File: src/rtl/mpc_pkg.sv
`default_nettype none
package mpc_pkg;

    localparam int COORD_W = 64;
    localparam int FRAC_W = 58;
    localparam int FMOD_W = 9;
    localparam int HUE_W = 19;

    // frame / 360 is (frame >> 3) / 45, done as a multiply by a rounded-up reciprocal.
    localparam logic [13:0] FRAME_RECIP = 14'd11651;
    localparam int FRAME_SHIFT = 19;
    localparam logic [8:0] FRAME_SPAN = 9'd360;

    // hue / 60 is (hue >> 2) / 15, same trick.
    localparam logic [17:0] HUE_RECIP = 18'd139811;
    localparam int HUE_SHIFT = 21;
    localparam logic [HUE_W-1:0] HUE_FULL = 19'd360;
    localparam logic [5:0] SECTOR_SPAN = 6'd60;
    localparam logic [2:0] HUE_STEP = 3'd5;

    localparam logic [7:0] V_BYTE = 8'd191;
    localparam logic [7:0] P_BYTE = 8'd47;
    // 0.75 * 255 / 240 reduces exactly to 51 / 64.
    localparam logic [5:0] MIX_MUL = 6'd51;
    localparam logic [7:0] Q_BASE = 8'd240;
    localparam logic [7:0] T_BASE = 8'd60;

    localparam logic [2:0] SECT_RY = 3'd0;
    localparam logic [2:0] SECT_YG = 3'd1;
    localparam logic [2:0] SECT_GC = 3'd2;
    localparam logic [2:0] SECT_CB = 3'd3;
    localparam logic [2:0] SECT_BM = 3'd4;
    localparam logic [2:0] SECT_MR = 3'd5;

    localparam logic [2:0] CFG_VIEW_LEFT = 3'd0;
    localparam logic [2:0] CFG_VIEW_TOP = 3'd1;
    localparam logic [2:0] CFG_COLUMN_STEP = 3'd2;
    localparam logic [2:0] CFG_ROW_STEP = 3'd3;
    localparam logic [2:0] CFG_ESCAPE_LIMIT = 3'd4;

    typedef struct packed {
        logic signed [COORD_W-1:0] cx;
        logic signed [COORD_W-1:0] cy;
        logic [FMOD_W-1:0] fmod;
    } point_t;

    typedef enum logic [2:0] {
        IT_IDLE,
        IT_CHECK,
        IT_MUL,
        IT_SCALE,
        IT_DONE
    } iter_state_t;

    typedef enum logic [1:0] {
        CL_IDLE,
        CL_DIV,
        CL_MIX,
        CL_HOLD
    } color_state_t;

    // Clamp a 128-bit two's complement value into the signed 64-bit range.
    function automatic logic signed [63:0] sat64(input logic signed [127:0] x);
        logic all_same;
        all_same = (x[127:63] == {65{1'b0}}) || (x[127:63] == {65{1'b1}});
        if (all_same)
            return x[63:0];
        else if (x[127])
            return 64'h8000_0000_0000_0000;
        else
            return 64'h7FFF_FFFF_FFFF_FFFF;
    endfunction

endpackage
`default_nettype wire

File: src/rtl/mpc_front.sv
`default_nettype none
module mpc_front (
    input  wire logic                 clk,
    input  wire logic                 rst_n,
    input  wire logic                 pixel_valid,
    output logic                      pixel_stall,
    input  wire logic [9:0]           pixel_x,
    input  wire logic [9:0]           pixel_y,
    input  wire logic [15:0]          frame_count,
    input  wire logic signed [63:0]   view_left,
    input  wire logic signed [63:0]   view_top,
    input  wire logic [62:0]          column_step,
    input  wire logic [62:0]          row_step,
    output logic                      point_valid,
    input  wire logic                 point_ready,
    output mpc_pkg::point_t           point
);

    logic s1_valid_reg, s1_valid_next;
    logic s2_valid_reg, s2_valid_next;
    logic [72:0] px_prod_reg, py_prod_reg;
    logic [15:0] frame_reg;
    logic [7:0] fq_reg;
    mpc_pkg::point_t point_reg, point_next;

    logic s1_en, s2_en;
    logic [26:0] fq_prod;
    logic signed [74:0] cx_sum, cy_sum;
    logic [16:0] fq_span;

    assign s2_en = !s2_valid_reg || point_ready;
    assign s1_en = !s1_valid_reg || s2_en;
    assign pixel_stall = !s1_en;
    assign point_valid = s2_valid_reg;
    assign point = point_reg;

    assign fq_prod = 27'(frame_count[15:3]) * 27'(mpc_pkg::FRAME_RECIP);

    always_comb
    begin
        s1_valid_next = s1_valid_reg;
        s2_valid_next = s2_valid_reg;
        if (s1_en)
            s1_valid_next = pixel_valid;
        if (s2_en)
            s2_valid_next = s1_valid_reg;
    end

    always_comb
    begin
        cx_sum = 75'(view_left) + $signed({2'b00, px_prod_reg});
        cy_sum = 75'(view_top) - $signed({2'b00, py_prod_reg});
        fq_span = 17'(fq_reg) * 17'(mpc_pkg::FRAME_SPAN);
        point_next.cx = mpc_pkg::sat64(128'(cx_sum));
        point_next.cy = mpc_pkg::sat64(128'(cy_sum));
        point_next.fmod = 9'(frame_reg - fq_span[15:0]);
    end

    always_ff @(posedge clk or negedge rst_n)
    begin
        if (!rst_n)
        begin
            s1_valid_reg <= 1'b0;
            s2_valid_reg <= 1'b0;
        end
        else
        begin
            s1_valid_reg <= s1_valid_next;
            s2_valid_reg <= s2_valid_next;
        end
    end

    always_ff @(posedge clk)
    begin
        if (s1_en)
        begin
            px_prod_reg <= 73'(pixel_x) * 73'(column_step);
            py_prod_reg <= 73'(pixel_y) * 73'(row_step);
            frame_reg <= frame_count;
            fq_reg <= fq_prod[26:mpc_pkg::FRAME_SHIFT];
        end
        if (s2_en)
            point_reg <= point_next;
    end

endmodule
`default_nettype wire

File: config.mk
export PLATFORM = sky130hd
export DESIGN_NAME = mpc_front
export DESIGN_NICKNAME = d
export VERILOG_FILES = /design/src/rtl/mpc_pkg.sv /design/src/rtl/mpc_front.sv
export SDC_FILE = /design/constraint.sdc
export NUM_CORES = 2
export LEC_CHECK = 0
export CAP_MARGIN = 20
export CORE_ASPECT_RATIO = 0.8
export CORE_MARGIN = 2
export CORE_UTILIZATION = 40
export CTS_CLUSTER_SIZE = 28
export DETAILED_ROUTE_END_ITERATION = 8
export DONT_BUFFER_PORTS = 1
export GPL_ROUTABILITY_DRIVEN = 0
export HOLD_SLACK_MARGIN = 0.03
export PLACE_DENSITY = 0.54
export SLEW_MARGIN = 0
export SYNTH_ARGS = -nofsm -noshare
export SYNTH_HDL_FRONTEND = slang
export SYNTH_SLANG_ARGS = --single-unit
File: constraint.sdc
create_clock -name clk -period 11.1 [get_ports clk]
set_input_delay 2.775 -clock clk [delete_from_list [all_inputs] [get_ports clk]]
set_output_delay 2.775 -clock clk [all_outputs]
set_load 0.01 [all_outputs]
==> metrics <==
Most Frequent Cell on Critical Path fa_1; Setup violations, final 0; Synth Area in Adders 42.11%; largest net degree at the start of global routing 67; Critical Path AT 9640 ps; Core ar. 152800 um2; Mapped Area 61800 um2; DRC 0; Post-DP HPWL 162.7 mm; via count 47177; clock latency at the later pin of the worst-skew pair 560 ps; crit end category register; reg-to-reg critical path startpoint px_prod_reg[0]; grt total ovfl 0; status finished, final reports clean; Mapped Cells 6849; worst reg2reg endpoint point[109]; synthesized-area fraction occupied by ao, oa, aoi and oai cells 12.22%; mux contribution to synthesized area 0.05061%; FP Rows 128; Multi-input gate area 47330 um2; Synth cell types 100; Final Max Tran Viols 0; Via density 5.516; vias in the first global route 46819; Nets 8250; Synth Flop Type edfxtp_1; filler cell count in the final layout 15237; Pre-antenna DRT Iters 6; max reg flops 137; Die X 443.5 um; final period utilization 84.00%; CTS tree done; clock sinks 300; Setup CP Type input pin to register; All-Layer GR Usage 25.22%; RSZ-0062 raised after global routing no; minimum clock period 9324 ps; CP top delay family compound AO/OA/AOI/OAI gates; routed wire length 199.9 mm; Reg2Reg Setup Slack 5630 ps; Vert. Die Dim 355.6 um; Post-CTS Setup Inserts 0; Avg Cell Area, Syn 9.024 um2; layout cell share with drive strength beyond 1 2.012%; #FFs+latches synth 300; IO Pins 433; measured slew at the worst slew-check pin 992.1 ps; Initial Util 40.45%; initial antenna violation count 36; syn nets 8613; Root Driver clkbuf_16; Hold Path Cell Cnt 0; Total Neg Setup Slack 0 ps; Max Clock Skew 26.70 ps; WP buf/inv 2; CP max stage cell a31oi_1; Synth Area in XOR/XNOR 4.152%; Num CTS Buffers 36; Port Buffers 0; R2R depth 16; ys async rst share 0.6667%; Seq/Total Area, Yosys 14.56%; per-cell routed wire length 23.38 um; register area 8999 um2; min-delay src frame_reg[2]; post-cts resize count 0; Clock transition at path regs 60 ps; max incr delay on CP 660 ps; die area 157700 um2; Simple-Gate Fraction of Synth Area 17.99%; Final Hold Viols 0; Antenna Nets Post-Route 0; Cell Chain, Critical Path and2_1 -> fa_1 -> fa_1 -> fa_1 -> fa_1 -> inv_1 -> fa_1 -> inv_1 -> ha_1 -> a21o_1 -> o21bai_1 -> a2111oi_0 -> nor2_1 -> a21o_1 -> a31oi_1 -> o21ai_0 -> a31o_2 -> a21oi_1 -> o221ai_1 -> a21oi_1 -> xnor2_1; CP Data Required Time 11410 ps; Max-cap violations 0; slew margin rel. 33.39%; Clock Path Buffers 3; number of enable flip-flop cells after synthesis 298; Max Freq 107.3 MHz; yosys warns 0; WHS Endpoint point[2]; hold buffers post-CTS 0; initial DRC count 4408; H-tree levels 2; HP Class register to register; first-pass GRT wire length 305.3 mm; startpoint types input pin; Synth-to-Final Area Change 3.656%; largest family of logic cells by synthesized area adder cells; Max Fanout on Critical Path 63
==> stage by stage <==
step                      setup WS (ps)  instances  util, %  instance area (um2)  hold slack (ps)
final                              1776       8552    41.93                64060            418.2
after global routing               1528       8547    41.92                64050            422.1
after CTS                          2162       8525    41.87                63980            422.7
after detailed placement           1549       8462    41.10                62800            409.3
after global placement             1630       8462    41.10                62800            405.4
after floorplan                   928.1       6849        -                61800            400.3
==> layer usage <==
metal	vias up	global-route usage [%]	share of wire (%)
met5	-	0	0.048
met2	1894	33.30	38
met3	165	7.274	10
li1	21349	-	-
met4	12	5.631	2.1
met1	23757	39.77	49
==> cells in the mapped netlist, drive strengths merged (20+ instances only) <==
master | number | area (um2)
o21bai | 56 | 431.7
o31ai | 20 | 150.1
o21a | 35 | 262.8
edfxtp | 298 | 8949
and3 | 27 | 170.2
ha | 453 | 5668
o21ai | 187 | 939.7
nor3 | 59 | 310.3
nand2b | 95 | 594.3
buf | 129 | 590.6
clkbuf | 287 | 1079
xor2 | 116 | 1016
nor2 | 185 | 694.4
a211oi | 27 | 212.7
a31oi | 34 | 225.2
inv | 1023 | 3840
a21oi | 407 | 2063
xnor2 | 177 | 1550
nor2b | 30 | 187.7
and2 | 747 | 4674
fa | 1017 | 20360
nand2 | 821 | 3082
o311ai | 27 | 244.0
o211ai | 64 | 480.5
nand4 | 91 | 569.3
nand3 | 45 | 225.2
a21o | 163 | 1224
==> worst max path at each step <==
stage                           start         endpoint  slack [ps]  depth (start not counted)
final                      pixel_x[5]  px_prod_reg[65]        1780                         21
after global routing       pixel_x[4]  px_prod_reg[65]        1530                         21
after CTS                  pixel_x[4]  px_prod_reg[68]        2160                         21
after detailed placement   pixel_x[4]  px_prod_reg[68]        1550                         21
after global placement     pixel_x[4]  px_prod_reg[68]        1630                         21
after floorplan           point_ready      pixel_stall         930                          2
==> cell families after synthesis <==
family | Yosys count
buffers and inverters | 1439
xor gates and xnor gates | 293
AOI/OAI and AO/OA | 1163
and+or+nand+nor | 2181
adders and majority gates | 1470
muxes | 3
DFF | 300
==> layout by cell type (no fill, tap or decap), types with 9 or more instances in the layout <==
master	Yosys	layout
a211oi_1	25	25
a21o_1	163	163
a21oi_1	400	400
a221oi_1	9	9
a31o_2	9	9
a31oi_1	32	32
and2_1	746	746
and3_1	26	26
and4_1	11	10
buf_4	1	14
clkbuf_16	0	36
diode_2	0	26
edfxtp_1	298	298
fa_1	1017	1017
ha_1	453	453
inv_1	1023	1023
nand2_1	821	821
nand2b_1	95	93
nand3_1	45	45
nand4_1	91	91
nor2_1	185	185
nor2b_1	30	30
nor3_1	56	56
nor4_1	11	11
o211ai_1	64	64
o21a_1	35	35
o21ai_0	180	180
o21bai_1	55	55
o311ai_1	20	20
o31ai_1	20	20
or2_2	10	10
or3_1	14	14
xnor2_1	177	177
xor2_1	116	116
==> area by class of cell <==
cell class                      instances  share of cell area (%)
Multi-Input combinational cell       5110                   73.88
Sequential cell                       300                   14.05
Inverter                             1023                   5.994
Tap cell                             2015                   3.935
Clock buffer                           40                   1.430
Clock inverter                         23                  0.4140
Timing Repair Buffer                   15                  0.1953
Antenna cell                           26                  0.1016
Power is left out: the tool's default activity adds up to more than one toggle a clock period on the data nets, which glitch-free logic cannot reach.
