$ cat config.mk
export PLATFORM = sky130hd
export DESIGN_NAME = mpc_queue
export DESIGN_NICKNAME = d
export VERILOG_FILES = /design/src/rtl/mpc_pkg.sv /design/src/rtl/mpc_queue.sv
export SDC_FILE = /design/constraint.sdc
export NUM_CORES = 1
export LEC_CHECK = 0
export ABC_AREA = 1
export CELL_PAD_IN_SITES_DETAIL_PLACEMENT = 1
export CELL_PAD_IN_SITES_GLOBAL_PLACEMENT = 1
export CORE_ASPECT_RATIO = 0.7
export CORE_MARGIN = 4
export CORE_UTILIZATION = 45
export CTS_CLUSTER_DIAMETER = 60
export CTS_CLUSTER_SIZE = 20
export DETAILED_ROUTE_END_ITERATION = 7
export DONT_BUFFER_PORTS = 1
export GPL_ROUTABILITY_DRIVEN = 0
export GPL_TIMING_DRIVEN = 0
export MAX_ROUTING_LAYER = met4
export PLACE_DENSITY_LB_ADDON = 0.05
export SYNTH_ARGS = -nofsm -noshare
export SYNTH_HDL_FRONTEND = slang
export SYNTH_SLANG_ARGS = --single-unit
$ cat constraint.sdc
create_clock -name clk -period 6.9 [get_ports clk]
set_clock_uncertainty 0.2 [all_clocks]
set_input_delay 1.38 -clock clk [delete_from_list [all_inputs] [get_ports clk]]
set_output_delay 1.38 -clock clk [all_outputs]
set_load 0.01 [all_outputs]
$ cat src/rtl/mpc_pkg.sv
`default_nettype none
package mpc_pkg;

    localparam int COORD_W = 64;
    localparam int FRAC_W = 58;
    localparam int FMOD_W = 9;
    localparam int HUE_W = 19;

    // frame / 360 is (frame >> 3) / 45, done as a multiply by a rounded-up reciprocal.
    localparam logic [13:0] FRAME_RECIP = 14'd11651;
    localparam int FRAME_SHIFT = 19;
    localparam logic [8:0] FRAME_SPAN = 9'd360;

    // hue / 60 is (hue >> 2) / 15, same trick.
    localparam logic [17:0] HUE_RECIP = 18'd139811;
    localparam int HUE_SHIFT = 21;
    localparam logic [HUE_W-1:0] HUE_FULL = 19'd360;
    localparam logic [5:0] SECTOR_SPAN = 6'd60;
    localparam logic [2:0] HUE_STEP = 3'd5;

    localparam logic [7:0] V_BYTE = 8'd191;
    localparam logic [7:0] P_BYTE = 8'd47;
    // 0.75 * 255 / 240 reduces exactly to 51 / 64.
    localparam logic [5:0] MIX_MUL = 6'd51;
    localparam logic [7:0] Q_BASE = 8'd240;
    localparam logic [7:0] T_BASE = 8'd60;

    localparam logic [2:0] SECT_RY = 3'd0;
    localparam logic [2:0] SECT_YG = 3'd1;
    localparam logic [2:0] SECT_GC = 3'd2;
    localparam logic [2:0] SECT_CB = 3'd3;
    localparam logic [2:0] SECT_BM = 3'd4;
    localparam logic [2:0] SECT_MR = 3'd5;

    localparam logic [2:0] CFG_VIEW_LEFT = 3'd0;
    localparam logic [2:0] CFG_VIEW_TOP = 3'd1;
    localparam logic [2:0] CFG_COLUMN_STEP = 3'd2;
    localparam logic [2:0] CFG_ROW_STEP = 3'd3;
    localparam logic [2:0] CFG_ESCAPE_LIMIT = 3'd4;

    typedef struct packed {
        logic signed [COORD_W-1:0] cx;
        logic signed [COORD_W-1:0] cy;
        logic [FMOD_W-1:0] fmod;
    } point_t;

    typedef enum logic [2:0] {
        IT_IDLE,
        IT_CHECK,
        IT_MUL,
        IT_SCALE,
        IT_DONE
    } iter_state_t;

    typedef enum logic [1:0] {
        CL_IDLE,
        CL_DIV,
        CL_MIX,
        CL_HOLD
    } color_state_t;

    // Clamp a 128-bit two's complement value into the signed 64-bit range.
    function automatic logic signed [63:0] sat64(input logic signed [127:0] x);
        logic all_same;
        all_same = (x[127:63] == {65{1'b0}}) || (x[127:63] == {65{1'b1}});
        if (all_same)
            return x[63:0];
        else if (x[127])
            return 64'h8000_0000_0000_0000;
        else
            return 64'h7FFF_FFFF_FFFF_FFFF;
    endfunction

endpackage
`default_nettype wire

$ cat src/rtl/mpc_queue.sv
`default_nettype none
module mpc_queue (
    input  wire logic            clk,
    input  wire logic            rst_n,
    input  wire logic            push_valid,
    output logic                 push_ready,
    input  wire mpc_pkg::point_t push_data,
    output logic                 pop_valid,
    input  wire logic            pop_ready,
    output mpc_pkg::point_t      pop_data
);

    mpc_pkg::point_t entry_reg [2];
    logic wr_ptr_reg, wr_ptr_next;
    logic rd_ptr_reg, rd_ptr_next;
    logic [1:0] count_reg, count_next;
    logic do_push, do_pop;

    assign push_ready = (count_reg != 2'd2);
    assign pop_valid = (count_reg != 2'd0);
    assign pop_data = entry_reg[rd_ptr_reg];
    assign do_push = push_valid && push_ready;
    assign do_pop = pop_valid && pop_ready;

    always_comb
    begin
        wr_ptr_next = do_push ? !wr_ptr_reg : wr_ptr_reg;
        rd_ptr_next = do_pop ? !rd_ptr_reg : rd_ptr_reg;
        count_next = count_reg + 2'(do_push) - 2'(do_pop);
    end

    always_ff @(posedge clk or negedge rst_n)
    begin
        if (!rst_n)
        begin
            wr_ptr_reg <= 1'b0;
            rd_ptr_reg <= 1'b0;
            count_reg <= 2'd0;
        end
        else
        begin
            wr_ptr_reg <= wr_ptr_next;
            rd_ptr_reg <= rd_ptr_next;
            count_reg <= count_next;
        end
    end

    always_ff @(posedge clk)
    begin
        if (do_push)
            entry_reg[wr_ptr_reg] <= push_data;
    end

endmodule
`default_nettype wire

==> results of run 1 <==
through the flow:
stage | hold WS, ns | worst slack, ns | util [%] | setup TNS (ns) | cell area [µm²]
CTS | 0.3435 | 3.606 | 51.80 | 0 | 11400
global route | 0.3367 | 3.439 | 51.80 | 0 | 11400
floorplan | 0.3035 | 1.176 | - | 0 | 10260
finish | 0.3680 | 3.654 | 51.80 | 0 | 11400
global placement | 0.3191 | -0.7199 | 48.32 | -187.79 | 10640
detailed placement | 0.3861 | 3.809 | 49.41 | 0 | 10880
metal layers:
layer  GRT usage [%]  wire [µm]  up-vias  share of wire (%)
met5               -          0        -                  0
met4           3.924        507        0                2.2
met3           9.599       2832       30                 12
met2           29.57      11040      189                 48
met1           20.78       8773     2650                 38
li1                -          -     2562                  -
critical path, delay by kind of cell (launching register included):
family	cells	cell delay, ns
AND/OR/NAND/NOR	2	0.30
flip-flops	1	0.42
buffers and inverters	2	0.46
cells by family (layout without fill, tap and decap cells):
group                      Yosys count  count (layout)  synth area share [%]
and+or+nand+nor                    427             427                 15.66
DFF                                278             278                 81.24
buffers and inverters               38              76                 2.795
AOI/OAI and AO/OA                    2               2               0.09755
adders and majority gates            1               1                0.1220
xor gates and xnor gates             1               1               0.08545
final cells by class:
cell class	count	area, µm²	area share [%]
buffer	30	256.5	2.249
sequential	278	8328	73.02
multi-input combinational	431	1652	14.48
clock buffer	26	501.7	4.399
inverter	8	30.03	0.2633
clock inverter	2	25.02	0.2194
timing repair buffer	10	230.2	2.019
tap	305	381.6	3.346
power groups by stage:
stage          Combinational (mW)  Sequential, mW  Clock [mW]
6_report                     1.59            2.39        1.04
5_1_grt                      1.78            2.42        1.15
4_1_cts                      1.65            2.39        1.08
3_5_place_dp                 1.64            2.43           0
3_3_place_gp                 1.48            2.49           0
2_1_floorplan                1.10            2.45           0
worst min-delay path by stage:
stage,slack (ns),depth (start not counted),from,end
global route,0.34,0,rst_n,count_reg[1]
CTS,0.34,0,rst_n,wr_ptr_reg
finish,0.37,0,rst_n,count_reg[1]
global placement,0.32,2,wr_ptr_reg,wr_ptr_reg
floorplan,0.30,2,wr_ptr_reg,wr_ptr_reg
detailed placement,0.39,2,wr_ptr_reg,wr_ptr_reg
cells in the final DEF (no fill, tap or decap), drive strengths merged:
cell type / synthesis / final
nand2: 420 / 420
edfxtp: 274 / 274
buf: 29 / 39
clkbuf: 1 / 27
inv: 8 / 9
nor2: 5 / 5
dfrtp: 4 / 4
nand3: 2 / 2
o21ai: 1 / 1
a21oi: 1 / 1
xor2: 1 / 1
ha: 1 / 1
clkinv: 0 / 1
==> out/qor.yml, run 1 <==
cells_and_area:
  largest_reg_flops: 274
  antennaDiodeCount: 0
  fillers: 2123
  fin_cells: 1090
  areaGrowthSynthToFinish_pct: 11.25
  drive_gt1_share_pct: 8.025
  nets: 919
global_route:
  antenna_found_initial: 0
  grt-ovfl-total: 0
  grt_pass1_vias: 5741
  grt_max_degree: 30
  track_usage_pct: 18.38
  grt_pass1_wl_um: 34410
synthesis:
  syn_inst: 747
  synth-main-ff-cell: "edfxtp_1"
  yosys.area.top_type: "edfxtp_1"
  syn_nets: 889
  synth_common_cells: "nand2_1, edfxtp_1, buf_4"
  yosysTopAreaCellShare_pct: 80.26
  yosysMostFrequentCell: "nand2_1"
  syn_area_um2: 10250
  synth_cell_types: 15
  syn_area_per_cell_um2: 13.72
  yosysWarnings: 0
  synth_edf_count: 274
  synthTopCellsByArea: "edfxtp_1, nand2_1, buf_4"
  ys_ff_latch: 278
  synth-async-reset-ratio_pct: 1.439
  ys_seq_area_share_pct: 81.24
setup_path:
  crit_path_end: "pop_data[9]"
  r2r-end: "entry_reg[0][129]"
  cp.required_ns: 5.32
  rrSetupSlack_ns: 4.44
  cp_max_fo: 10
  crit_path_cell_trace: "inv_2 -> clkbuf_1 -> nand2_1 -> nand2_1"
  cpMostUsedCell: "nand2_1"
  end_kind: "primary output"
  worstSetupPathType: "reg2out"
  timing.critical_path.from_type: "register"
  slowest_delay_ns: 0.42
  cp_slowest_cell: "dfrtp_1"
  startpoint: "rd_ptr_reg"
  ff2ff_path_depth: 5
  critPathArrivalTime_ns: 1.67
  reg2reg_from: "count_reg[1]"
clocking:
  htree_num_levels: 1
  cts_root_buf: "clkbuf_16"
  numCtsBuffers: 18
  holdBufCountCts: 0
  cts_tree: "yes"
  cts_max_path_buffers: 3
  insertion_delay_ns: 0.49
  cts.clk_slew.worst_paths_ns: 0.09
  post_cts_buffers: 0
  cts_sinks: 278
  cts_resized: 0
die:
  num_rows: 45
  die_y_um: 134.3
  die_area_um2: 25300
  core_um2: 22010
  initial_utilization_pct: 46.56
  die_x_um: 188.4
  ios: 280
timing:
  rsz0062_at_grt: "no"
  finalHoldViolCount: 0
  min_period_ns: 3.246
  fmax_mhz: 308.1
  tightest_slew_ns: 0.5969
  finalCritPeriodShare_pct: 47.04
  relSlewSlack_pct: 60.11
  slew_violations: 0
  setup_viol: 0
run:
  maxCapViolations: 0
routing:
  ant_nets: 0
  viasPerCell: 4.983
  routed_wl_um: 23160
  drc: 0
  drtPass1Iterations: 4
  vias: 5431
  wl_per_cell_um: 21.24
  first_iter_violations: 282
placed_design:
  post-place-cells: 1062
  portBuffers: 0
  hpwlAfterDp_um: 16970
power_and_ir_drop:
  finalPower_mw: 5.025
  ir_drop_mv: 0.2618
  leakagePower_nw: 4.398
  power_frac_comb_pct: 31.7
  switching_power_mw: 1.797
  swShare_pct: 35.77
  seqPwrFrac_pct: 47.5
  power_per_cell_area_nw_per_um2: 440.6
  power.internal_mw: 3.227
  pwr-share-clk_pct: 20.8
run_status:
  outcome: "finished clean"
worst_hold_path:
  hold_path_class: "in2async"
No activity file was read; power rests on OpenSTA's default activity.
==> inputs of run 2 (changes only) <==
Settings changed: CORE_UTILIZATION 45 to 50.
Clock period 6.9 ns to 3 ns, I/O delays scaled along.
==> run 2 against run 1 <==
Effect of this change: power is 140% higher; highest routed layer unchanged; hold slack got worse by 0.35 ns; sequential share of layout area decreased by 7.4 points; largest cell class unchanged; routed wire length is 12% higher.
==> out/qor.yml, run 2 (synthesis gave the netlist of run 1 again) <==
run_status:
  outcome: "finished clean"  # unchanged
setup_path:
  r2r-end: "entry_reg[1][96]"  # was entry_reg[0][129]
  end_kind: "primary output"  # unchanged
  reg2reg_from: "count_reg[1]"  # unchanged
  timing.critical_path.from_type: "register"  # unchanged
  cp_max_fo: 10  # unchanged
  rrSetupSlack_ns: 0.66  # was 4.44 ns
  ff2ff_path_depth: 5  # unchanged
  cp.required_ns: 2.20  # was 5.32 ns
  critPathArrivalTime_ns: 1.74  # was 1.67 ns
  worstSetupPathType: "reg2out"  # unchanged
power_and_ir_drop:
  pwr-share-clk_pct: 20.8  # about the same
  swShare_pct: 36.47  # was 35.77%
  leakagePower_nw: 4.936  # was 4.398 nW
  power_frac_comb_pct: 32.5  # was 31.7%
  ir_drop_mv: 0.6169  # was 0.2618 mV
  power_per_cell_area_nw_per_um2: 931.2  # was 440.6 nW/µm²
  seqPwrFrac_pct: 46.7  # was 47.5%
  finalPower_mw: 11.82  # was 5.025 mW
  switching_power_mw: 4.311  # was 1.797 mW
  power.internal_mw: 7.508  # was 3.227 mW
timing:
  fmax_mhz: 393.6
  min_period_ns: 2.541
  setup_viol: 0  # unchanged
  finalHoldViolCount: 0  # unchanged
  slew_violations: 0  # unchanged
  rsz0062_at_grt: "no"  # unchanged
  finalCritPeriodShare_pct: 84.69
  tightest_slew_ns: 0.6293  # was 0.5969 ns
  relSlewSlack_pct: 57.95  # was 60.11%
  setup_ws_ns: 0.4592  # was 3.654 ns
die:
  die_y_um: 127.8  # was 134.3 µm
  initial_utilization_pct: 51.36  # was 46.56%
  ios: 280  # unchanged
  num_rows: 43  # was 45
  die_x_um: 179.1  # was 188.4 µm
  die_area_um2: 22890  # was 25300 µm²
  core_um2: 19960  # was 22010 µm²
global_route:
  grt-ovfl-total: 0  # unchanged
  track_usage_pct: 22.61  # was 18.38%
  antenna_found_initial: 2  # was 0
  grt_pass1_vias: 6865  # was 5741
  grt_max_degree: 35  # was 30
  grt_pass1_wl_um: 38500  # was 34410 µm
clocking:
  cts_tree: "yes"  # unchanged
  cts_sinks: 278  # unchanged
  htree_num_levels: 1  # unchanged
  cts_max_path_buffers: 3  # unchanged
  insertion_delay_ns: 0.49  # about the same
  post_cts_buffers: 0  # unchanged
  cts_resized: 0  # unchanged
  cts_root_buf: "clkbuf_16"  # unchanged
  cts.clk_slew.worst_paths_ns: 0.09  # about the same
  numCtsBuffers: 18  # unchanged
routing:
  wl_per_cell_um: 21.63  # was 21.24 µm
  drtPass1Iterations: 4  # unchanged
  first_iter_violations: 326  # was 282
  routed_wl_um: 25860  # was 23160 µm
  vias: 6193  # was 5431
  ant_nets: 0  # unchanged
  viasPerCell: 5.178  # was 4.983
  drc: 0  # unchanged
cells_and_area:
  fillers: 1890  # was 2123
  areaGrowthSynthToFinish_pct: 23.81  # was 11.25%
  fin_util_pct: 63.59  # was 51.80%
  fin_cells: 1196  # was 1090
  nets: 1053  # was 919
  final_cell_mix: "nand2_1, edfxtp_1, dlygate4sd3_1, clkbuf_16, buf_4"  # was nand2_1, edfxtp_1, clkbuf_16, buf_4, buf_6
  final_cell_area_um2: 12690  # was 11400 µm²
  drive_gt1_share_pct: 6.826  # was 8.025%
  final_common_cell: "nand2_1"  # unchanged
  largest_reg_flops: 274  # unchanged
worst_hold_path:
  min-delay-start: "push_data[128]"
  hold_depth: 0
  hold_path_class: "in2reg"  # was in2async
  hold_path_end: "entry_reg[1][128]"
placed_design:
  placed_cell_area_um2: 10780  # was 10880 µm²
  post-place-cells: 1025  # was 1062
  portBuffers: 0  # unchanged
  place_ws_ns: 0.6226  # was 3.809 ns
  hpwlAfterDp_um: 16370  # was 16970 µm
run:
  maxCapViolations: 0  # unchanged
-- run 2: cell count changes in the layout (fill, tap and decap cells not counted), moves of 2 or more --
cell           previous run  this run
diode_2                   0         3
dlygate4sd3_1             0       136
clkbuf_1                  8        12
nand2_1                 420       418
buf_12                    6         8
buf_16                    4         0
-- run 2: how the worst max path moves through the flow --
stage | from | to | cells after the start
after floorplan | push_valid | entry_reg[1][0] | 2
after global placement | count_reg[1] | entry_reg[1][69] | 3
after detailed placement | count_reg[0] | entry_reg[1][106] | 6
after CTS | rd_ptr_reg | pop_data[7] | 4
after global routing | rd_ptr_reg | pop_data[9] | 4
final | rd_ptr_reg | pop_data[7] | 4
-- run 2: per-layer routing --
metal | global-route usage [%] | wire length, µm | vias up
li1 | - | - | 2842
met5 | - | 0 | -
met4 | 4.342 | 508 | 0
met3 | 7.311 | 2279 | 36
met1 | 25.93 | 9731 | 3083
met2 | 39.55 | 13350 | 232
-- run 2: cell type report --
type / instances / area (µm²) / share of cell area (%)
buffer: 30 / 256.5 / 2.021
multi-input combinational: 431 / 1670 / 13.16
clock inverter: 2 / 23.77 / 0.1873
timing repair buffer: 144 / 1521 / 11.99
sequential: 278 / 8328 / 65.62
clock buffer: 30 / 516.7 / 4.071
antenna: 3 / 7.507 / 0.05915
inverter: 8 / 30.03 / 0.2366
tap: 270 / 337.8 / 2.662
-- run 2: worst max-delay path, stage by stage, from the launching register on --
cell and delay, ns:
dfrtp_1 0.41, inv_2 0.07, clkbuf_1 0.42, nand2_1 0.11, nand2_1 0.22
-- run 2: repair_timing --
| item | CTS | global route |
|---|---|---|
| setup endpoints to repair | 0 | 0 |
| endpoints found under the hold margin | 274 | 0 |
| hold buffers | 136 | 0 |
-- run 2: power groups by stage --
stage | Sequential [mW] | Combinational [mW] | Clock, mW
detailed placement | 5.59 | 3.67 | 0
finish | 5.52 | 3.84 | 2.46
global route | 5.59 | 4.25 | 2.68
floorplan | 5.58 | 2.56 | 0
global placement | 5.64 | 3.38 | 0
CTS | 5.51 | 3.87 | 2.48
-- run 2: stage by stage --
stage | hold WS [ns] | setup TNS [ns]
3_3_place_gp | 0.1048 | -375.16
2_1_floorplan | 0.1044 | -85.35
4_1_cts | 0.004688 | 0
6_report | 0.01707 | 0
3_5_place_dp | 0.1049 | 0
5_1_grt | 0.003134 | 0
