`src/rtl/mpc_pkg.sv`:
```
`default_nettype none
package mpc_pkg;

    localparam int COORD_W = 64;
    localparam int FRAC_W = 58;
    localparam int FMOD_W = 9;
    localparam int HUE_W = 19;

    // frame / 360 is (frame >> 3) / 45, done as a multiply by a rounded-up reciprocal.
    localparam logic [13:0] FRAME_RECIP = 14'd11651;
    localparam int FRAME_SHIFT = 19;
    localparam logic [8:0] FRAME_SPAN = 9'd360;

    // hue / 60 is (hue >> 2) / 15, same trick.
    localparam logic [17:0] HUE_RECIP = 18'd139811;
    localparam int HUE_SHIFT = 21;
    localparam logic [HUE_W-1:0] HUE_FULL = 19'd360;
    localparam logic [5:0] SECTOR_SPAN = 6'd60;
    localparam logic [2:0] HUE_STEP = 3'd5;

    localparam logic [7:0] V_BYTE = 8'd191;
    localparam logic [7:0] P_BYTE = 8'd47;
    // 0.75 * 255 / 240 reduces exactly to 51 / 64.
    localparam logic [5:0] MIX_MUL = 6'd51;
    localparam logic [7:0] Q_BASE = 8'd240;
    localparam logic [7:0] T_BASE = 8'd60;

    localparam logic [2:0] SECT_RY = 3'd0;
    localparam logic [2:0] SECT_YG = 3'd1;
    localparam logic [2:0] SECT_GC = 3'd2;
    localparam logic [2:0] SECT_CB = 3'd3;
    localparam logic [2:0] SECT_BM = 3'd4;
    localparam logic [2:0] SECT_MR = 3'd5;

    localparam logic [2:0] CFG_VIEW_LEFT = 3'd0;
    localparam logic [2:0] CFG_VIEW_TOP = 3'd1;
    localparam logic [2:0] CFG_COLUMN_STEP = 3'd2;
    localparam logic [2:0] CFG_ROW_STEP = 3'd3;
    localparam logic [2:0] CFG_ESCAPE_LIMIT = 3'd4;

    typedef struct packed {
        logic signed [COORD_W-1:0] cx;
        logic signed [COORD_W-1:0] cy;
        logic [FMOD_W-1:0] fmod;
    } point_t;

    typedef enum logic [2:0] {
        IT_IDLE,
        IT_CHECK,
        IT_MUL,
        IT_SCALE,
        IT_DONE
    } iter_state_t;

    typedef enum logic [1:0] {
        CL_IDLE,
        CL_DIV,
        CL_MIX,
        CL_HOLD
    } color_state_t;

    // Clamp a 128-bit two's complement value into the signed 64-bit range.
    function automatic logic signed [63:0] sat64(input logic signed [127:0] x);
        logic all_same;
        all_same = (x[127:63] == {65{1'b0}}) || (x[127:63] == {65{1'b1}});
        if (all_same)
            return x[63:0];
        else if (x[127])
            return 64'h8000_0000_0000_0000;
        else
            return 64'h7FFF_FFFF_FFFF_FFFF;
    endfunction

endpackage
`default_nettype wire

```
`src/rtl/mpc_color.sv`:
```
`default_nettype none
module mpc_color #(
    parameter int MAX_ITERATIONS = 256,
    parameter int CNT_W = $clog2(MAX_ITERATIONS + 1)
) (
    input  wire logic             clk,
    input  wire logic             rst_n,
    input  wire logic             res_valid,
    output logic                  res_ready,
    input  wire logic [CNT_W-1:0] res_count,
    input  wire logic [8:0]       res_fmod,
    output logic                  color_valid,
    input  wire logic             color_stall,
    output logic [7:0]            red,
    output logic [7:0]            green,
    output logic [7:0]            blue,
    output logic [8:0]            iteration_count,
    output logic                  inside_set
);

    localparam int HW = mpc_pkg::HUE_W;

    mpc_pkg::color_state_t state_reg, state_next;

    logic [HW-1:0] hue_reg, hval_reg;
    logic [13:0] quot_reg;
    logic inside_reg;
    logic [8:0] cnt_reg;
    logic [7:0] red_reg, green_reg, blue_reg;

    logic [HW-1:0] hue_wrapped;
    logic [34:0] quot_prod;
    logic [19:0] quot_span;
    logic [HW-1:0] rem_full;
    logic [5:0] rem;
    logic [2:0] sector;
    logic [7:0] q_arg, t_arg;
    logic [13:0] q_prod, t_prod;
    logic [7:0] q_byte, t_byte;
    logic [7:0] r_mix, g_mix, b_mix;

    assign hue_wrapped = (hue_reg == mpc_pkg::HUE_FULL) ? '0 : hue_reg;
    assign quot_prod = 35'(hue_wrapped[HW-1:2]) * 35'(mpc_pkg::HUE_RECIP);

    assign quot_span = 20'(quot_reg) * 20'(mpc_pkg::SECTOR_SPAN);
    assign rem_full = hval_reg - quot_span[HW-1:0];
    assign rem = rem_full[5:0];
    assign sector = (quot_reg >= 14'(mpc_pkg::SECT_MR)) ? mpc_pkg::SECT_MR : quot_reg[2:0];

    assign q_arg = mpc_pkg::Q_BASE - 8'(rem) * 8'd3;
    assign t_arg = mpc_pkg::T_BASE + 8'(rem) * 8'd3;
    assign q_prod = 14'(q_arg) * 14'(mpc_pkg::MIX_MUL);
    assign t_prod = 14'(t_arg) * 14'(mpc_pkg::MIX_MUL);
    assign q_byte = q_prod[13:6];
    assign t_byte = t_prod[13:6];

    always_comb
    begin
        case (sector)
            mpc_pkg::SECT_RY: begin r_mix = mpc_pkg::V_BYTE; g_mix = t_byte; b_mix = mpc_pkg::P_BYTE; end
            mpc_pkg::SECT_YG: begin r_mix = q_byte; g_mix = mpc_pkg::V_BYTE; b_mix = mpc_pkg::P_BYTE; end
            mpc_pkg::SECT_GC: begin r_mix = mpc_pkg::P_BYTE; g_mix = mpc_pkg::V_BYTE; b_mix = t_byte; end
            mpc_pkg::SECT_CB: begin r_mix = mpc_pkg::P_BYTE; g_mix = q_byte; b_mix = mpc_pkg::V_BYTE; end
            mpc_pkg::SECT_BM: begin r_mix = t_byte; g_mix = mpc_pkg::P_BYTE; b_mix = mpc_pkg::V_BYTE; end
            default:          begin r_mix = mpc_pkg::V_BYTE; g_mix = mpc_pkg::P_BYTE; b_mix = q_byte; end
        endcase
    end

    always_comb
    begin
        state_next = state_reg;
        case (state_reg)
            mpc_pkg::CL_IDLE:
                if (res_valid)
                    state_next = mpc_pkg::CL_DIV;
            mpc_pkg::CL_DIV:
                state_next = mpc_pkg::CL_MIX;
            mpc_pkg::CL_MIX:
                state_next = mpc_pkg::CL_HOLD;
            mpc_pkg::CL_HOLD:
                if (!color_stall)
                    state_next = mpc_pkg::CL_IDLE;
            default:
                state_next = mpc_pkg::CL_IDLE;
        endcase
    end

    always_comb
    begin
        res_ready = 1'b0;
        color_valid = 1'b0;
        case (state_reg)
            mpc_pkg::CL_IDLE: res_ready = 1'b1;
            mpc_pkg::CL_HOLD: color_valid = 1'b1;
            default:
            begin
            end
        endcase
    end

    assign red = red_reg;
    assign green = green_reg;
    assign blue = blue_reg;
    assign iteration_count = cnt_reg;
    assign inside_set = inside_reg;

    always_ff @(posedge clk or negedge rst_n)
    begin
        if (!rst_n)
            state_reg <= mpc_pkg::CL_IDLE;
        else
            state_reg <= state_next;
    end

    always_ff @(posedge clk)
    begin
        if (state_reg == mpc_pkg::CL_IDLE && res_valid)
        begin
            hue_reg <= HW'(res_count) * HW'(mpc_pkg::HUE_STEP) + HW'(res_fmod);
            inside_reg <= (res_count == CNT_W'(MAX_ITERATIONS));
            cnt_reg <= 9'(res_count);
        end
        if (state_reg == mpc_pkg::CL_DIV)
        begin
            hval_reg <= hue_wrapped;
            quot_reg <= quot_prod[34:mpc_pkg::HUE_SHIFT];
        end
        if (state_reg == mpc_pkg::CL_MIX)
        begin
            red_reg <= inside_reg ? 8'd0 : r_mix;
            green_reg <= inside_reg ? 8'd0 : g_mix;
            blue_reg <= inside_reg ? 8'd0 : b_mix;
        end
    end

endmodule
`default_nettype wire

```
`config.mk`:
```
export PLATFORM = sky130hd
export DESIGN_NAME = mpc_color
export DESIGN_NICKNAME = d
export VERILOG_FILES = /design/src/rtl/mpc_pkg.sv /design/src/rtl/mpc_color.sv
export SDC_FILE = /design/constraint.sdc
export NUM_CORES = 1
export LEC_CHECK = 0
export ABC_AREA = 1
export ABC_CLOCK_PERIOD_IN_PS = 8700
export BUFFER_PORTS_ARGS = -buffer_cell sky130_fd_sc_hd__buf_2
export CAP_MARGIN = 20
export CELL_PAD_IN_SITES_DETAIL_PLACEMENT = 1
export CELL_PAD_IN_SITES_GLOBAL_PLACEMENT = 1
export CORE_AREA = 2 2 146 148
export CTS_CLUSTER_DIAMETER = 200
export DETAILED_ROUTE_END_ITERATION = 10
export DIE_AREA = 0 0 148 150
export PLACE_DENSITY = 0.82
export SLEW_MARGIN = 10
export SYNTH_ARGS = -nofsm -noshare
export SYNTH_HDL_FRONTEND = slang
export SYNTH_SLANG_ARGS = --single-unit
```
`constraint.sdc`:
```
create_clock -name clk -period 8.7 [get_ports clk]
set_input_delay 0.87 -clock clk [delete_from_list [all_inputs] [get_ports clk]]
set_output_delay 0.87 -clock clk [all_outputs]
set_load 0.02 [all_outputs]
```
==> results of run 1 <==
-- critical path: cells and delay by family, from the launching register on --
kind	cells	cell delay (ns)
flip-flops	1	0.58
buffers and inverters	6	0.47
AND/OR/NAND/NOR	13	1.29
adder cells (fa/ha/maj)	9	3.40
AO/OA/AOI/OAI	4	0.71
XOR/XNOR	1	0.51
-- metrics by stage --
stage | instance area, µm² | hold WS [ns] | utilization (%)
after floorplan | 8090 | 0.500 | -
after global placement | 8690 | 0.449 | 42.0
after detailed placement | 8690 | 0.448 | 42.0
after CTS | 9010 | 0.297 | 43.5
after global routing | 9010 | 0.303 | 43.5
final | 9010 | 0.306 | 43.5
-- placed cells by master, fill, tap and decap left out, types with 2 or more instances in the layout --
| master | Yosys | routed |
|---|---|---|
| o211ai_1 | 2 | 2 |
| clkinvlp_4 | 0 | 3 |
| a31oi_1 | 5 | 5 |
| nor2_2 | 2 | 2 |
| buf_2 | 1 | 57 |
| nor2_4 | 6 | 6 |
| nand4_1 | 19 | 19 |
| inv_1 | 216 | 216 |
| nand3_4 | 2 | 2 |
| ha_1 | 162 | 162 |
| nand3b_1 | 6 | 6 |
| nand2_1 | 217 | 217 |
| nor4_1 | 5 | 5 |
| xnor2_1 | 9 | 9 |
| nand3_1 | 78 | 78 |
| o21bai_1 | 7 | 7 |
| bufinv_16 | 0 | 2 |
| dfrtp_1 | 2 | 2 |
| clkbuf_16 | 0 | 9 |
| a21o_1 | 6 | 6 |
| nand2_2 | 8 | 8 |
| o21ai_0 | 17 | 17 |
| nor2_1 | 59 | 59 |
| o21ai_1 | 2 | 2 |
| nor3_1 | 4 | 4 |
| fa_1 | 32 | 32 |
| a21oi_1 | 40 | 40 |
| o31ai_1 | 2 | 2 |
| xor2_1 | 24 | 24 |
| inv_2 | 7 | 7 |
| edfxtp_1 | 59 | 59 |
-- layout make-up --
class,count,area [µm²],area share (%)
tap,275,344,3.82
clock inverter,6,87.6,0.972
multi-input combinational,729,5390,59.8
timing repair buffer,58,293,3.25
clock buffer,10,229,2.54
sequential,61,1820,20.2
inverter,224,843,9.36
-- cells by family (layout without fill, tap and decap cells) --
group,after synthesis,count (layout),share of synthesized area (%)
flip-flops,61,61,22.5
AO/OA/AOI/OAI,88,88,6.44
adder cells (fa/ha/maj),194,194,33.0
buffers and inverters,232,298,10.8
XOR/XNOR,35,35,3.98
AND/OR/NAND/NOR,412,412,23.3
-- path summary, 6_finish.rpt --
path / end / start / cells past startpoint
max in group asynchronous: state_reg[1]$_DFFE_PN0P_ / rst_n / 1
max: red[2]$_SDFFCE_PP0P_ / quot_reg[0]$_DFFE_PN_ / 33
min: state_reg[0]$_DFFE_PN0P_ / rst_n / 1
min in group clk: hval_reg[1]$_SDFFCE_PP0N_ / hue_reg[1]$_DFFE_PP_ / 0
min reg2reg: hval_reg[1]$_SDFFCE_PP0N_ / hue_reg[1]$_DFFE_PP_ / 0
max reg2reg: red[2]$_SDFFCE_PP0P_ / quot_reg[0]$_DFFE_PN_ / 33
-- metal layers --
layer	global-route usage (%)	up-vias	part of all wire [%]
met3	2.80	31	3.1
met5	0	-	0
met1	24.7	3331	44
li1	-	3430	-
met4	5.95	0	2.2
met2	36.2	113	50
-- cells in the mapped netlist (4+ instances only) --
master / n
nand2_1: 217
inv_1: 216
ha_1: 162
nand3_1: 78
edfxtp_1: 59
nor2_1: 59
a21oi_1: 40
fa_1: 32
xor2_1: 24
nand4_1: 19
o21ai_0: 17
xnor2_1: 9
nand2_2: 8
clkbuf_1: 7
inv_2: 7
o21bai_1: 7
a21o_1: 6
nand3b_1: 6
nor2_4: 6
a31oi_1: 5
nor4_1: 5
nor3_1: 4
==> flow_metrics.env, run 1 <==
export IMPL_hold_violations=0
export IMPL_detail_route_vias_per_cell=5.07
export IMPL_core_area_um2=20700
export IMPL_post_route_worst_setup_slack_ns=1.61
export IMPL_endpoint_kind="flip-flop"
export IMPL_post_cts_resize_count=0
export IMPL_timing_max_slew_rel_slack_pct=45.4
export IMPL_crit_type="flip-flop to flip-flop"
export IMPL_yosys_most_used_dff="edfxtp_1"
export IMPL_drv_max_cap_violation_count=0
export IMPL_number_of_setup_buffers_added_after_cts=0
export IMPL_grt_max_degree=26
export IMPL_fp_dieArea_um2=22200
export IMPL_synth_enable_flop_cells=59
export IMPL_syn_cell_area_um2=8090
export IMPL_worst_ep_required_time_ns=8.92
export IMPL_place_gp_congestion=0.877
export IMPL_r2r_slack_ns=1.61
export IMPL_setup_viol=0
export IMPL_deepest_clock_path_buffer_count=2
export IMPL_wire_length_of_the_first_global_routing_pass_um=35600
export IMPL_slew_violations=0
export IMPL_synth_warnings=0
export IMPL_globalRouteOverflowTotal=0
export IMPL_cp_start_kind="flip-flop"
export IMPL_design_portCount=58
export IMPL_yosys_area_top_type="ha_1"
export IMPL_antenna_cells_inserted=0
export IMPL_dp_worst_setup_slack_ns=1.67
export IMPL_ys_async_sr_fraction_pct=3.28
export IMPL_clock_skew_final_ns=0.00885
export IMPL_min_period_over_period_pct=81.5
export IMPL_total_number_of_vias=6905
export IMPL_achievable_frequency_ghz=0.141
export IMPL_drt_first_iter_violations=320
export IMPL_routed_wire_length_per_instance_um=15.8
export IMPL_portBuffers=57
export IMPL_fin_cells=1363
export IMPL_syn_mean_instance_area_um2=7.91
export IMPL_clk_pin_slew_ns=0.06
export IMPL_timing_critical_path_slowest_stage_cell="edfxtp_1"
export IMPL_clk_insertion_delay_late_ns=0.34
export IMPL_timing_worst_slew_pin_value_ns=0.819
export IMPL_fillCellCount=2590
export IMPL_seq_area_frac_synth_pct=22.5
export IMPL_htreeDepth=3
export IMPL_floorplan_rows=53
export IMPL_fp_dieW_um=148
export IMPL_largest_register_ff_count=12
export IMPL_drc_errors=0
export IMPL_detailedPlacementHpwl_um=18100
export IMPL_slowest_delay_ns=0.58
export IMPL_drtAntennaViolNets=0
export IMPL_start_util_pct=39.1
export IMPL_setup_total_negative_slack_ns=0
export IMPL_die_height_um=150
export IMPL_post_place_cells=1347
export IMPL_initial_antenna_violation_count=0
export IMPL_clock_sinks=61
export IMPL_critical_path_most_common_cell="nand2_1"
export IMPL_critPathArrivalTime_ns=7.31
export IMPL_post_route_cells_drive_above_1_share_pct=10.0
export IMPL_class_of_the_tightest_hold_or_removal_check="primary input to asynchronous set/reset pin"
export IMPL_path_max_fanout=9
export IMPL_cts_hold_buffers=0
export IMPL_grt_setup_unrepaired="no"
export IMPL_synthCells=1022
export IMPL_syn_nets=1238
export IMPL_area_growth_synth_to_final_pct=11.4
export IMPL_numnets_final=1299
export IMPL_via_count_of_the_first_global_routing_pass=7390
export IMPL_globalRouteTotalUtil_pct=20.0
export IMPL_outcome="completed"
export IMPL_drt_pass1_iter_count=5
export IMPL_tritoncts="done"
export IMPL_wirelength_um=21500
export IMPL_post_route_min_period_ns=7.09
export IMPL_numCtsBuffers=9
export IMPL_synth_cell_types=45
export IMPL_yosys_register_bits=61
export IMPL_synthDominantCellAreaShare_pct=25.1
export IMPL_largest_cells_by_area_after_synthesis="ha_1 (25%), edfxtp_1 (22%), nand2_1 (10%)"
export IMPL_clk_root_buf="clkbuf_16"
Power of run 1 is left out: the tool's default activity adds up to more than one toggle a clock period on the data nets, which glitch-free logic cannot reach.
==> run 2, diff against run 1 <==
- ABC_CLOCK_PERIOD_IN_PS: 8700 -> 6700
- clock period: 8.7 -> 6.7 ns (I/O delays scaled with it)
==> flow_metrics.env, run 2 (same netlist as run 1, synthesis figures left out) <==
export IMPL_outcome="completed"
export IMPL_core_area_um2=20700
export IMPL_setup_total_negative_slack_ns=0
export IMPL_global_route_usage_met1_pct=23.5
export IMPL_total_number_of_vias=7026
export IMPL_clock_sinks=61
export IMPL_fp_dieArea_um2=22200
export IMPL_critPathArrivalTime_ns=6.52
export IMPL_detail_route_vias_per_cell=5.13
export IMPL_drc_errors=0
export IMPL_deepest_clock_path_buffer_count=2
export IMPL_r2r_slack_ns=0.28
export IMPL_antenna_cells_inserted=0
export IMPL_area_growth_synth_to_final_pct=13.8
export IMPL_worst_ep_required_time_ns=6.80
export IMPL_post_route_util_pct=44.5
export IMPL_final_cell_mix="inv_1 (216), nand2_1 (210), ha_1 (156)"
export IMPL_wire_length_of_the_first_global_routing_pass_um=36500
export IMPL_htreeDepth=3
export IMPL_min_period_over_period_pct=95.8
export IMPL_timing_critical_path_slowest_stage_cell="fa_1"
export IMPL_routed_wire_length_per_instance_um=16.4
export IMPL_setup_viol=0
export IMPL_drtAntennaViolNets=0
export IMPL_cp_start_kind="flip-flop"
export IMPL_place_gp_congestion=0.881
export IMPL_clk_pin_slew_ns=0.05
export IMPL_layout_commonest_cell="inv_1"
export IMPL_fillCellCount=2589
export IMPL_tritoncts="done"
export IMPL_numnets_final=1306
export IMPL_achievable_frequency_ghz=0.156
export IMPL_use_met3_pct=4.66
export IMPL_wirelength_um=22400
export IMPL_via_count_of_the_first_global_routing_pass=7680
export IMPL_worst_r2r_startpoint="quot_reg[1]$_DFFE_PN_"
export IMPL_drt_first_iter_violations=297
export IMPL_slowest_delay_ns=0.52
export IMPL_clock_skew_final_ns=0.00490
export IMPL_fin_cells=1369
export IMPL_endpoint_kind="flip-flop"
export IMPL_initial_antenna_violation_count=0
export IMPL_global_route_peak_usage_layer="met2"
export IMPL_detailedPlacementHpwl_um=18300
export IMPL_fp_dieW_um=148
export IMPL_timing_max_slew_rel_slack_pct=42.8
export IMPL_post_place_cells=1350
export IMPL_clk_insertion_delay_late_ns=0.34
export IMPL_die_height_um=150
export IMPL_largest_register_ff_count=12
export IMPL_worst_r2r_cell_count=32
export IMPL_globalRouteTotalUtil_pct=20.5
export IMPL_class_of_the_tightest_hold_or_removal_check="primary input to asynchronous set/reset pin"
export IMPL_hold_violations=0
export IMPL_globalRouteOverflowTotal=0
export IMPL_drv_max_cap_violation_count=0
export IMPL_clk_root_buf="clkbuf_16"
export IMPL_portBuffers=57
export IMPL_path_max_fanout=4
export IMPL_grt_util_met2_pct=38.5
export IMPL_critical_path_most_common_cell="inv_1"
export IMPL_crit_type="flip-flop to flip-flop"
export IMPL_r2r_end="green[7]$_SDFFCE_PP0P_"
export IMPL_timing_worst_slew_pin_value_ns=0.858
export IMPL_post_route_cells_drive_above_1_share_pct=12.6
export IMPL_drt_pass1_iter_count=5
export IMPL_floorplan_rows=53
export IMPL_post_route_min_period_ns=6.42
export IMPL_design_portCount=58
export IMPL_slew_violations=0
export IMPL_numCtsBuffers=9
export IMPL_start_util_pct=39.1
export IMPL_grt_max_degree=26
## run 2: repair_timing
action                     CTS  global route
hold buffers                 0             0
hold endpoints to repair     0             0
setup endpoints to repair   21            24
pin swaps                    0             5
buffers inserted             2             2
resized for setup            3            21
## run 2: per-stage QoR
step	setup WS (ns)	instance area [µm²]	hold WS (ns)
6_report	0.281	9210	0.107
5_1_grt	-0.0814	9210	0.0937
4_1_cts	0.00883	9050	0.100
3_5_place_dp	-0.0642	8720	0.458
3_3_place_gp	0.207	8720	0.441
2_1_floorplan	0.469	8090	0.374
## run 2: metal layers
metal,up-vias,share of wire [%]
met5,-,0
met4,0,1.7
met3,28,4.6
met2,132,53
met1,3421,41
li1,3445,-
## run 2: worst max-delay path, delay by kind of cell (launching register included)
| family | cells | cell delay, ns |
|---|---|---|
| DFF | 1 | 0.40 |
| adders and majority gates | 9 | 3.09 |
| AOI/OAI and AO/OA | 1 | 0.18 |
| buffers and inverters | 7 | 0.53 |
| and+or+nand+nor | 13 | 1.53 |
| xor gates and xnor gates | 2 | 0.44 |
## run 2: how the worst max path moves through the flow
stage	startpoint	endpoint	depth (start not counted)
2_1_floorplan	quot_reg[0]$_DFFE_PN_	red[4]$_SDFFCE_PP0P_	34
5_1_grt	quot_reg[1]$_DFFE_PN_	red[5]$_SDFFCE_PP0P_	34
3_3_place_gp	quot_reg[0]$_DFFE_PN_	green[2]$_SDFFCE_PP0P_	30
4_1_cts	quot_reg[1]$_DFFE_PN_	green[7]$_SDFFCE_PP0P_	38
6_report	quot_reg[1]$_DFFE_PN_	green[7]$_SDFFCE_PP0P_	32
3_5_place_dp	quot_reg[0]$_DFFE_PN_	green[2]$_SDFFCE_PP0P_	30
## run 2: cell type report
cell class | instances | area, µm² | share of cell area (%)
Tap cell | 275 | 344 | 3.74
Multi-Input combinational cell | 729 | 5540 | 60.2
Timing Repair Buffer | 65 | 345 | 3.75
Clock buffer | 11 | 233 | 2.53
Inverter | 224 | 843 | 9.16
Sequential cell | 61 | 1820 | 19.8
Clock inverter | 4 | 73.8 | 0.802
Power of run 2 is left out for the same reason.
